[config.mk]
export PLATFORM = sky130hd
export DESIGN_NAME = arp_cache_table
export DESIGN_NICKNAME = d
export VERILOG_FILES = /design/src/arpc_pkg.sv /design/src/arp_cache_table.sv /design/src/arpc_store.sv /design/src/arpc_ctrl.sv
export SDC_FILE = /design/constraint.sdc
export NUM_CORES = 1
export LEC_CHECK = 0
export BUFFER_PORTS_ARGS = -buffer_cell sky130_fd_sc_hd__buf_2
export CORE_ASPECT_RATIO = 1.1
export CORE_MARGIN = 1.5
export CORE_UTILIZATION = 62
export CTS_CLUSTER_DIAMETER = 50
export DETAILED_ROUTE_END_ITERATION = 10
export PLACE_DENSITY_LB_ADDON = 0.1
export RECOVER_POWER = 25
export SLEW_MARGIN = 5
export SYNTH_ARGS = -nofsm -noshare
export SYNTH_HDL_FRONTEND = slang
export SYNTH_HIERARCHICAL = 1
export SYNTH_SLANG_ARGS = --single-unit
export TNS_END_PERCENT = 100
[constraint.sdc]
create_clock -name i_clk -period 9.3 [get_ports i_clk]
set_input_delay 0.93 -clock i_clk [delete_from_list [all_inputs] [get_ports i_clk]]
set_output_delay 0.93 -clock i_clk [all_outputs]
set_load 0.01 [all_outputs]
[src/arpc_pkg.sv]
// ----------------------------------------------------------------------------
// arpc_pkg
// Shared types and constants for the ARP cache table: request and response
// layouts, operation codes, learn status codes and the entry write bundle.
// ----------------------------------------------------------------------------
package arpc_pkg;

    localparam int TABLE_ENTRIES = 8;
    localparam int IDX_W         = (TABLE_ENTRIES > 1) ? $clog2(TABLE_ENTRIES) : 1;
    localparam int IP_W          = 32;
    localparam int MAC_W         = 48;
    localparam int TTL_W         = 8;

    localparam logic [TTL_W-1:0] LIFETIME_RST = 8'd16;
    localparam logic [MAC_W-1:0] MAC_BCAST    = '1;
    localparam logic [IDX_W-1:0] IDX_LAST     = IDX_W'(TABLE_ENTRIES - 1);

    typedef enum logic [1:0] {
        FN_LEARN  = 2'd0,
        FN_LOOKUP = 2'd1,
        FN_TICK   = 2'd2,
        FN_NOP    = 2'd3
    } t_func;

    typedef enum logic [1:0] {
        LS_REFRESH = 2'd0,
        LS_INSERT  = 2'd1,
        LS_FULL    = 2'd2
    } t_lstat;

    typedef enum logic [1:0] {
        ST_IDLE,
        ST_SCAN,
        ST_FINISH
    } t_state;

    typedef struct packed {
        t_func             func;
        logic [IP_W-1:0]   ip_addr;
        logic [IP_W-1:0]   next_hop_ip;
        logic [MAC_W-1:0]  mac_addr;
    } t_req;

    typedef struct packed {
        logic              hit;
        logic [MAC_W-1:0]  dest_mac;
        logic [1:0]        learn_status;
    } t_rsp;

    typedef struct packed {
        logic [IP_W-1:0]   ip;
        logic [MAC_W-1:0]  mac;
        logic [TTL_W-1:0]  ttl;
    } t_entry;

    typedef struct packed {
        logic              ip_we;
        logic              mac_we;
        logic              ttl_we;
        logic [IDX_W-1:0]  idx;
        t_entry            data;
    } t_wr;

endpackage

[src/arp_cache_table.sv]
// ----------------------------------------------------------------------------
// arp_cache_table
// IP-to-MAC cache with a per-entry lifetime: learn, lookup and aging tick.
// ----------------------------------------------------------------------------
// Usage:
//   Drive i_req and pulse i_start while o_busy is low; the request is taken
//   at that edge. func selects learn, lookup, aging tick or no-op.
//   One sequencer walks the entries one per cycle through a single IP
//   comparator and lifetime decrementer. Learn and lookup stop at the first
//   matching entry; a tick or a miss walks all TABLE_ENTRIES entries.
//   The result appears on o_rsp and o_done is high for exactly one cycle.
//   After the accepting edge the sequencer visits entries in the scan state,
//   then passes the finish state, which registers the response and strobe;
//   a no-op goes from idle straight to the finish state.
//   o_busy is low in the cycle the result shows, so requests can follow
//   with no gap beyond that. The receiver cannot stall; it must take each
//   result in its strobe cycle.
//   i_cfg_we / i_cfg_wdata load the lifetime given to learned entries;
//   write it only while no request is in flight.
//   Synchronous reset clears every entry to zero, sets the lifetime to 16
//   and returns the sequencer to idle.
// ----------------------------------------------------------------------------
module arp_cache_table (
    input  logic                        i_clk,
    input  logic                        i_rst_n,
    input  logic                        i_start,
    input  arpc_pkg::t_req              i_req,
    output logic                        o_busy,
    input  logic                        i_cfg_we,
    input  logic [arpc_pkg::TTL_W-1:0]  i_cfg_wdata,
    output logic                        o_done,
    output arpc_pkg::t_rsp              o_rsp
);
    import arpc_pkg::*;

    logic [IDX_W-1:0] rd_idx;
    t_entry           rd_entry;
    t_wr              wr;

    arpc_store u_store (
        .i_clk    (i_clk),
        .i_rst_n  (i_rst_n),
        .i_rd_idx (rd_idx),
        .i_wr     (wr),
        .o_rd     (rd_entry)
    );

    arpc_ctrl u_ctrl (
        .i_clk       (i_clk),
        .i_rst_n     (i_rst_n),
        .i_start     (i_start),
        .i_req       (i_req),
        .i_cfg_we    (i_cfg_we),
        .i_cfg_wdata (i_cfg_wdata),
        .i_rd        (rd_entry),
        .o_rd_idx    (rd_idx),
        .o_wr        (wr),
        .o_busy      (o_busy),
        .o_done      (o_done),
        .o_rsp       (o_rsp)
    );

endmodule

[src/arpc_store.sv]
// ----------------------------------------------------------------------------
// arpc_store
// Entry storage: IP, MAC and lifetime per entry, one read index, one write
// port with separate field enables. Reset clears every entry.
// ----------------------------------------------------------------------------
module arpc_store (
    input  logic                        i_clk,
    input  logic                        i_rst_n,
    input  logic [arpc_pkg::IDX_W-1:0]  i_rd_idx,
    input  arpc_pkg::t_wr               i_wr,
    output arpc_pkg::t_entry            o_rd
);
    import arpc_pkg::*;

    logic [IP_W-1:0]  r_ip  [TABLE_ENTRIES];
    logic [MAC_W-1:0] r_mac [TABLE_ENTRIES];
    logic [TTL_W-1:0] r_ttl [TABLE_ENTRIES];

    always_ff @(posedge i_clk) begin
        if (!i_rst_n) begin
            for (int i = 0; i < TABLE_ENTRIES; i++) begin
                r_ip[i]  <= '0;
                r_mac[i] <= '0;
                r_ttl[i] <= '0;
            end
        end else begin
            if (i_wr.ip_we)  r_ip[i_wr.idx]  <= i_wr.data.ip;
            if (i_wr.mac_we) r_mac[i_wr.idx] <= i_wr.data.mac;
            if (i_wr.ttl_we) r_ttl[i_wr.idx] <= i_wr.data.ttl;
        end
    end

    assign o_rd.ip  = r_ip[i_rd_idx];
    assign o_rd.mac = r_mac[i_rd_idx];
    assign o_rd.ttl = r_ttl[i_rd_idx];

endmodule

[src/arpc_ctrl.sv]
// ----------------------------------------------------------------------------
// arpc_ctrl
// Sequencer and shared compare unit: walks the entries one per cycle,
// matches the search key, tracks the first free entry, ages lifetimes,
// then commits learn writes and issues the response.
// ----------------------------------------------------------------------------
module arpc_ctrl (
    input  logic                        i_clk,
    input  logic                        i_rst_n,
    input  logic                        i_start,
    input  arpc_pkg::t_req              i_req,
    input  logic                        i_cfg_we,
    input  logic [arpc_pkg::TTL_W-1:0]  i_cfg_wdata,
    input  arpc_pkg::t_entry            i_rd,
    output logic [arpc_pkg::IDX_W-1:0]  o_rd_idx,
    output arpc_pkg::t_wr               o_wr,
    output logic                        o_busy,
    output logic                        o_done,
    output arpc_pkg::t_rsp              o_rsp
);
    import arpc_pkg::*;

    t_state            r_state, n_state;
    t_req              r_req;
    logic [IP_W-1:0]   r_key;
    logic [IDX_W-1:0]  r_idx, n_idx;
    logic              r_found, n_found;
    logic [IDX_W-1:0]  r_match_idx, n_match_idx;
    logic [MAC_W-1:0]  r_mac, n_mac;
    logic              r_free_vld, n_free_vld;
    logic [IDX_W-1:0]  r_free_idx, n_free_idx;
    logic [TTL_W-1:0]  r_lifetime;
    t_rsp              r_rsp, n_rsp;
    logic              r_done, n_done;

    logic              accept;
    logic              key_hit;
    logic              idx_last;

    assign accept   = i_start && (r_state == ST_IDLE);
    assign key_hit  = (i_rd.ip == r_key);
    assign idx_last = (r_idx == IDX_LAST);

    // next state
    always_comb begin
        n_state = r_state;
        case (r_state)
            ST_IDLE: begin
                if (accept) n_state = (i_req.func == FN_NOP) ? ST_FINISH : ST_SCAN;
            end
            ST_SCAN: begin
                if ((key_hit && r_req.func != FN_TICK) || idx_last) n_state = ST_FINISH;
            end
            ST_FINISH: n_state = ST_IDLE;
            default:   n_state = ST_IDLE;
        endcase
    end

    // datapath and outputs
    always_comb begin
        n_idx       = r_idx;
        n_found     = r_found;
        n_match_idx = r_match_idx;
        n_mac       = r_mac;
        n_free_vld  = r_free_vld;
        n_free_idx  = r_free_idx;
        n_rsp       = r_rsp;
        n_done      = 1'b0;
        o_wr        = '0;
        o_busy      = 1'b1;
        case (r_state)
            ST_IDLE: begin
                o_busy = 1'b0;
                if (accept) begin
                    n_idx      = '0;
                    n_found    = 1'b0;
                    n_free_vld = 1'b0;
                end
            end
            ST_SCAN: begin
                n_idx = IDX_W'(r_idx + 1'b1);
                if (r_req.func == FN_TICK) begin
                    // age one entry per cycle
                    o_wr.ttl_we   = (i_rd.ttl != '0);
                    o_wr.idx      = r_idx;
                    o_wr.data.ttl = TTL_W'(i_rd.ttl - 1'b1);
                end else begin
                    if (key_hit) begin
                        n_found     = 1'b1;
                        n_match_idx = r_idx;
                        n_mac       = i_rd.mac;
                    end
                    if (!r_free_vld && i_rd.ttl == '0) begin
                        n_free_vld = 1'b1;
                        n_free_idx = r_idx;
                    end
                end
            end
            ST_FINISH: begin
                n_done = 1'b1;
                n_rsp  = '0;
                case (r_req.func)
                    FN_LEARN: begin
                        o_wr.data.ip  = r_req.ip_addr;
                        o_wr.data.mac = r_req.mac_addr;
                        o_wr.data.ttl = r_lifetime;
                        if (r_found) begin
                            o_wr.mac_we        = 1'b1;
                            o_wr.ttl_we        = 1'b1;
                            o_wr.idx           = r_match_idx;
                            n_rsp.hit          = 1'b1;
                            n_rsp.learn_status = LS_REFRESH;
                        end else if (r_free_vld) begin
                            o_wr.ip_we         = 1'b1;
                            o_wr.mac_we        = 1'b1;
                            o_wr.ttl_we        = 1'b1;
                            o_wr.idx           = r_free_idx;
                            n_rsp.learn_status = LS_INSERT;
                        end else begin
                            // drop the pair
                            n_rsp.learn_status = LS_FULL;
                        end
                    end
                    FN_LOOKUP: begin
                        n_rsp.hit      = r_found;
                        n_rsp.dest_mac = r_found ? r_mac : MAC_BCAST;
                    end
                    default: n_rsp = '0;
                endcase
            end
            default: o_busy = 1'b1;
        endcase
    end

    always_ff @(posedge i_clk) begin
        if (!i_rst_n) begin
            r_state    <= ST_IDLE;
            r_done     <= 1'b0;
            r_lifetime <= LIFETIME_RST;
        end else begin
            r_state <= n_state;
            r_done  <= n_done;
            if (i_cfg_we) r_lifetime <= i_cfg_wdata;
        end
    end

    always_ff @(posedge i_clk) begin
        if (accept) begin
            r_req <= i_req;
            r_key <= (i_req.func == FN_LOOKUP && i_req.next_hop_ip != '0)
                     ? i_req.next_hop_ip : i_req.ip_addr;
        end
        r_idx       <= n_idx;
        r_found     <= n_found;
        r_match_idx <= n_match_idx;
        r_mac       <= n_mac;
        r_free_vld  <= n_free_vld;
        r_free_idx  <= n_free_idx;
        r_rsp       <= n_rsp;
    end

    assign o_rd_idx = r_idx;
    assign o_done   = r_done;
    assign o_rsp    = r_rsp;

    a_done_after_finish: assert property (@(posedge i_clk) disable iff (!i_rst_n)
        r_done |-> $past(r_state == ST_FINISH))
        else $error("response strobe without a finish cycle");

    a_accept_leaves_idle: assert property (@(posedge i_clk) disable iff (!i_rst_n)
        accept |=> (r_state != ST_IDLE))
        else $error("accepted request did not start");

    a_refresh_needs_match: assert property (@(posedge i_clk) disable iff (!i_rst_n)
        (r_state == ST_FINISH && r_req.func == FN_LEARN && o_wr.ip_we) |-> !r_found)
        else $error("insert issued although the IP matched");

    a_full_no_free: assert property (@(posedge i_clk) disable iff (!i_rst_n)
        (r_done && r_rsp.learn_status == LS_FULL) |-> $past(!r_free_vld && !r_found))
        else $error("learn dropped while an entry was free");

endmodule

==> impl_summary.log, run 1 <==
INFO  metric outcome = finished with violations
INFO  metric violations = capacitance limit, slew limit
INFO  metric detailroute.via_count = 23470
INFO  metric synth_compound_gate_area_share = 1.29%
INFO  metric min_path_cells = 1
INFO  metric post-synth-top-count-cell = edfxtp_1
INFO  metric syn-mean-instance-area = 15.4 um2
INFO  metric synthesis.instances = 2637
INFO  metric synth-seq-cells = 939
INFO  metric rows = 98
INFO  metric ys_async_sr_fraction = 0%
INFO  metric initial_antenna_violation_count = 1
INFO  metric synth_mux_area_share = 13.3%
INFO  metric synthAdderAreaFrac = 0.216%
INFO  metric grt_pass1_vias = 24107
INFO  metric critPathLaunchType = flip-flop
INFO  metric powerDensity = 221 mW/mm2
INFO  metric logic_depth_of_the_worst_register_to_register_path = 9
INFO  metric post-synth-top-area-cell = edfxtp_1
INFO  metric worst_hold_startpoint = i_req[37]
INFO  metric clock_sinks = 939
INFO  metric post_route_fraction_of_the_period_consumed_by_the_critical_path = 80.1%
INFO  metric netlist-cell-type-count = 43
INFO  metric worstSetupPathType = flip-flop to flip-flop
INFO  metric drt.antenna.violating_nets = 0
INFO  metric drt-vias-per-instance = 6.40
INFO  metric leakage = 14.6 nW
INFO  metric unrepaired_setup_endpoints_after_global_routing = false
INFO  metric initial_utilization = 62.5%
INFO  metric multiInputGateArea = 0.0111 mm2
INFO  metric cts-resized-gates = 0
INFO  metric dieArea = 0.0669 mm2
INFO  metric slew_headroom = -238%
INFO  metric antennaDiodeCount = 0
INFO  metric synth.net_count = 2770
INFO  metric die_y = 271 um
INFO  metric drt-total-wl = 92500 um
INFO  metric crit-reg2reg-launch = u_ctrl/o_rd_idx[2]
INFO  metric netlist_top_cells_count = edfxtp_1 (928), nor3_1 (706), clkbuf_1 (185), mux4_2 (176), mux2_2 (120)
INFO  metric worst_slew_pin_slew = 5.07 ns
INFO  metric worst-r2r-setup-slack = 1.85 ns
INFO  metric synth_top_cells_by_area = edfxtp_1 (69%), mux4_2 (9.8%), nor3_1 (8.7%)
INFO  metric num-fill-cells = 4278
INFO  metric number_of_drc_markers_in_iteration_0 = 1844
INFO  metric setup_viol_count_final = 0
INFO  metric synth_xor_xnor_area_share = 0.821%
INFO  metric synth_top_cell_area_share = 68.7%
INFO  metric rr_endpoint = u_ctrl/r_mac[31]
INFO  metric holdCritPathClass = input port to flip-flop
INFO  metric post_synthesis_simple_gate_area_fraction = 11.2%
INFO  metric fin_worst_skew = 0.0175 ns
INFO  metric post_drt_wl_per_cell = 25.2 um
INFO  metric area_overhead_of_the_layout_relative_to_synthesis = 11.8%
INFO  metric setup_tns_after_final_layout = 0 ns
INFO  metric post_cts_buffers = 0
INFO  metric global_route.usage.total = 28.1%
INFO  metric cp.required = 9.50 ns
INFO  metric setup.worst_path.end_class = flip-flop
INFO  metric cts_tree = yes
INFO  metric numCtsBuffers = 101
INFO  metric htree_levels = 3
INFO  metric final.setup.worst_slack = 1.85 ns
INFO  metric routabilityCongestion = 0.770
INFO  metric finalHoldViolations = 0
INFO  metric die_w = 247 um
INFO  metric drv_cap = 10
INFO  metric grt_first_pass_wirelength = 141000 um
INFO  metric path_clk_slew = 0.06 ns
INFO  metric insertion_delay_to_the_later_sink_of_the_worst_skew_pair = 0.65 ns
INFO  metric max_freq = 134 MHz
INFO  metric gr-total-overflow = 0
INFO  metric synth_area = 0.0405 mm2
INFO  metric design.final.nets = 2868
INFO  metric report.final.slew_viol_count = 483
INFO  metric yosysWarningCount = 6
INFO  metric detail_route.drc_violations = 0
INFO  metric vdd_drop_max = 0.000181 V
INFO  metric cts_hold_repair.buffers = 0
INFO  metric dominantRegCellSynth = edfxtp_1
INFO  metric timing.critical_path.fanout_max = 40
INFO  metric timing.critical_path.arrival = 7.64 ns
INFO  metric finalWorstPathRequiredPeriod = 7.45 ns
INFO  metric synth_top_family_by_area = multiplexers
INFO  metric share_of_final_layout_standard_cells_stronger_than_drive_strength_1 = 21.1%
INFO  metric fp.coreArea = 0.0649 mm2
INFO  metric place_ws = 2.63 ns
INFO  metric area.sequential = 0.0281 mm2
INFO  metric firstDrtPassIters = 5
INFO  metric clock_tree.buffer_depth = 3
INFO  metric yosysSeqAreaShare = 69.3%
INFO  metric post-dp-hpwl = 52100 um
INFO  metric post_synth_edffs = 928
INFO  metric largest_net_degree_at_the_start_of_global_routing = 153
INFO  metric io_pins = 179
INFO  metric holdPathEnd = u_ctrl/r_req[37]
INFO  metric clock_root_buffer = clkbuf_16
INFO  metric buffers_added_on_ports = 178
-- state kept, by name, indices dropped and copies added (netlist names) --
signal / cells
u_ctrl/r_match_idx: 3
u_ctrl/r_state: 2
u_ctrl/r_mac: 48
u_store/r_ttl: 64
u_ctrl/o_rd_idx: 3
u_ctrl/r_lifetime: 8
u_ctrl/r_key: 32
u_ctrl/r_req: 82
u_ctrl/o_rsp: 51
u_ctrl/r_found: 1
u_ctrl/o_done: 1
u_store/r_mac: 384
u_store/r_ip: 256
u_ctrl/r_free_idx: 3
u_ctrl/r_free_vld: 1
-- worst max-delay path: stages (launching register included) --
cell	delay, ns
edfxtp_1	0.40
clkbuf_1	1.26
mux4_2	0.46
mux2_1	0.35
xnor2_1	0.24
nand4_1	0.15
nor4_1	0.84
nand2_1	0.20
nor2_1	1.03
clkbuf_1	2.00
-- routing by layer --
metal	share of wire (%)	GRT usage (%)	vias to the layer above
met3	6.8	3.66	140
met5	0	0	-
met1	39	37.6	11931
li1	-	-	10407
met2	52	48.6	992
met4	2.2	8.50	0
-- final cells by class --
cell class	instances	share of cell area, %
timing repair buffer	231	2.62
inverter	144	1.19
sequential	939	62.0
tap	850	2.35
clock buffer	123	5.90
multi-input combinational	1318	24.5
clock inverter	60	1.47
-- worst max path at each step --
stage / startpoint / slack, ns / to
after CTS: u_ctrl/r_state[0] / 2.61 / u_store/r_mac[6][9]
final: u_ctrl/o_rd_idx[2] / 1.85 / u_ctrl/r_mac[31]
after global routing: u_ctrl/o_rd_idx[0] / 1.21 / u_store/r_mac[4][43]
after detailed placement: u_ctrl/r_state[0] / 2.63 / u_store/r_mac[6][41]
after global placement: u_ctrl/r_state[0] / 2.81 / u_store/r_mac[6][22]
after floorplan: u_ctrl/r_state[0] / 2.07 / u_store/r_mac[2][0]
-- through the flow --
stage	utilization, %	hold slack [ns]	cells	power [W]	cell area [um2]
after global placement	65.0	0.500	3482	0.00605	42200
after detailed placement	65.0	0.495	3482	0.00608	42200
after floorplan	-	0.442	2637	0.00577	40500
after CTS	70.1	0.424	3665	0.0101	45500
final	69.9	0.456	3665	0.0100	45300
after global routing	69.9	0.434	3665	0.0103	45300
-- cells in the final DEF (no fill, tap or decap), types with 34 or more instances in the layout --
cell type    n
a21oi_1     52
and2_1      84
buf_2      104
buf_4       42
clkbuf_1   100
clkbuf_16  103
clkinv_1   106
edfxtp_1   928
inv_1       56
mux2_2      97
mux4_2     176
nor3_1     706
xnor2_1     34
-- power by group --
group	total (W)	switching [W]	internal [W]
clock	0.00401	0.00161	0.00241
sequential	0.00495	0.0000663	0.00489
combinational	0.00104	0.000593	0.000446
total	0.0100	0.00227	0.00774
-- cell families after synthesis --
family          Yosys count
simple gates            874
xor+xnor                 38
flops                   939
fa+ha+maj                 7
mux                     304
compound gates           95
buf+inv                 380
Power figures use the tool's default switching activity.
==> inputs of run 2 (changes only) <==
==> constraint.sdc (replaced) <==
create_clock -name i_clk -period 7.7 [get_ports i_clk]
set_input_delay 0.77 -clock i_clk [delete_from_list [all_inputs] [get_ports i_clk]]
set_output_delay 0.77 -clock i_clk [all_outputs]
set_load 0.01 [all_outputs]
==> run 2 against run 1 <==
Effect of this change: the flow still finishes with violations (capacitance limit, slew limit); first-iteration DRC count increased by 28%; sequential power rose by 21%; combinational power up 20%; via count is 0.33% higher; clock skew about the same; global-route usage is 0.067 points higher; register-to-register slack lost 0.09 ns; final area fell by 0.28%; power increased by 18%; critical path type is now input port to flip-flop; critical endpoint is now u_ctrl/r_key[9].
==> impl_summary.log, run 2 (synthesis gave the netlist of run 1 again) <==
INFO  metric cts_tree = yes
INFO  metric num-fill-cells = 4285
INFO  metric dieArea = 0.0669 mm2
INFO  metric buffers_added_on_ports = 178
INFO  metric drv_cap = 11
INFO  metric holdCritPathClass = input port to flip-flop
INFO  metric antennaDiodeCount = 0
INFO  metric io_pins = 179
INFO  metric cts-resized-gates = 0
INFO  metric max_freq = 163 MHz
INFO  metric cts_hold_repair.buffers = 0
INFO  metric layout_common_cells = edfxtp_1 (928), nor3_1 (706), mux4_2 (176)
INFO  metric fin_worst_skew = 0.0178 ns
INFO  metric post_cts_buffers = 0
INFO  metric htree_levels = 3
INFO  metric outcome = finished with violations
INFO  metric die_y = 271 um
INFO  metric grt_first_pass_wirelength = 141000 um
INFO  metric fp.coreArea = 0.0649 mm2
INFO  metric rows = 98
INFO  metric most_common_library_cell_in_the_layout_ignoring_fill_and_taps = edfxtp_1
INFO  metric leakage = 14.5 nW
INFO  metric initial_antenna_violation_count = 0
INFO  metric setup_viol_count_final = 0
INFO  metric report.final.slew_viol_count = 469
INFO  metric timing.critical_path.arrival = 6.63 ns
INFO  metric unrepaired_setup_endpoints_after_global_routing = false
INFO  metric drt-vias-per-instance = 6.42
INFO  metric critPathLaunchType = input port
INFO  metric detailroute.via_count = 23547
INFO  metric slew_headroom = -230%
INFO  metric violations = capacitance limit, slew limit
INFO  metric die_w = 247 um
INFO  metric design.final.nets = 2871
INFO  metric power = 0.0118 W
INFO  metric regs_by_ff_count = u_store/r_mac x384, u_store/r_ip x256, u_ctrl/r_req x82
INFO  metric grt_pass1_vias = 24069
INFO  metric cp.required = 8.18 ns
INFO  metric largest_net_degree_at_the_start_of_global_routing = 101
INFO  metric initial_utilization = 62.5%
INFO  metric detail_route.drc_violations = 0
INFO  metric clock_tree.buffer_depth = 3
INFO  metric setup.worst_path.end_class = flip-flop
INFO  metric area_overhead_of_the_layout_relative_to_synthesis = 11.5%
INFO  metric drt-total-wl = 93100 um
INFO  metric firstDrtPassIters = 5
INFO  metric gr-total-overflow = 0
INFO  metric numCtsBuffers = 98
INFO  metric path_clk_slew = 0.06 ns
INFO  metric clock_sinks = 939
INFO  metric insertion_delay_to_the_later_sink_of_the_worst_skew_pair = 0.64 ns
INFO  metric finalWorstPathRequiredPeriod = 6.14 ns
INFO  metric global_route.usage.total = 28.2%
INFO  metric post-dp-hpwl = 53400 um
INFO  metric largest_register_ffs = 384
INFO  metric powerDensity = 262 mW/mm2
INFO  metric timing.critical_path.fanout_max = 32
INFO  metric final_core_util = 69.7%
INFO  metric number_of_drc_markers_in_iteration_0 = 2366
INFO  metric post_route_fraction_of_the_period_consumed_by_the_critical_path = 79.8%
INFO  metric worst_slew_pin_slew = 4.90 ns
INFO  metric vdd_drop_max = 0.000249 V
INFO  metric worstSetupPathType = input port to flip-flop
INFO  metric routabilityCongestion = 0.802
INFO  metric share_of_final_layout_standard_cells_stronger_than_drive_strength_1 = 21.0%
INFO  metric registers.top_by_ff_count = u_store/r_mac
INFO  metric clock_root_buffer = clkbuf_16
INFO  metric finalHoldViolations = 0
INFO  metric drt.antenna.violating_nets = 0
INFO  metric post_drt_wl_per_cell = 25.4 um
INFO  metric setup_tns_after_final_layout = 0 ns
[run 2: final cells by class]
type                    instances  area, um2  area share, %
well taps                     850       1060           2.35
repair buffers                237       1270           2.82
clock buffers                 122       2610           5.76
inverters                     144        541           1.20
multi-input cells            1318      11100           24.6
flip-flops and latches        939      28100           62.1
clock inverters                56        514           1.14
[run 2: worst max-delay path, stage by stage]
cell and delay, ns:
clkbuf_1 0.09, nor4_1 0.83, nand4_1 0.49, o21ai_0 3.73, mux2_2 0.66
[run 2: worst paths after layout]
kind | slack [ns] | endpoint | start | depth (start not counted)
worst max-delay path | 1.56 | u_ctrl/r_key[9] | i_req[48] | 5
worst min-delay path | 0.31 | u_ctrl/r_req[43] | i_req[43] | 1
worst max register to register | 1.76 | u_store/r_ttl[1][5] | u_ctrl/r_state[0] | 8
worst min register to register | 0.51 | u_ctrl/r_state[0] | u_ctrl/r_state[0] | 2
[run 2: per-stage QoR]
stage	hold WS [ns]	instance area (um2)	setup slack (ns)	instances
final	0.305	45200	1.56	3666
after global routing	0.275	45200	1.34	3666
after detailed placement	0.488	42200	2.48	3488
after global placement	0.475	42200	2.56	3488
after CTS	0.264	45400	2.46	3666
after floorplan	0.442	40500	0.471	2637
[run 2: power by group]
part	switching (W)	internal (W)
Sequential	0.0000860	0.00590
Combinational	0.000713	0.000538
Clock	0.00189	0.00269
[run 2: layer usage]
layer  track usage, %  vias to the layer above  share of wire, %
met2             47.5                     1052                51
met1             37.9                    11927                39
met5                0                        -                 0
li1                 -                    10402                 -
met4             9.93                        0               2.7
met3             4.07                      166               7.3
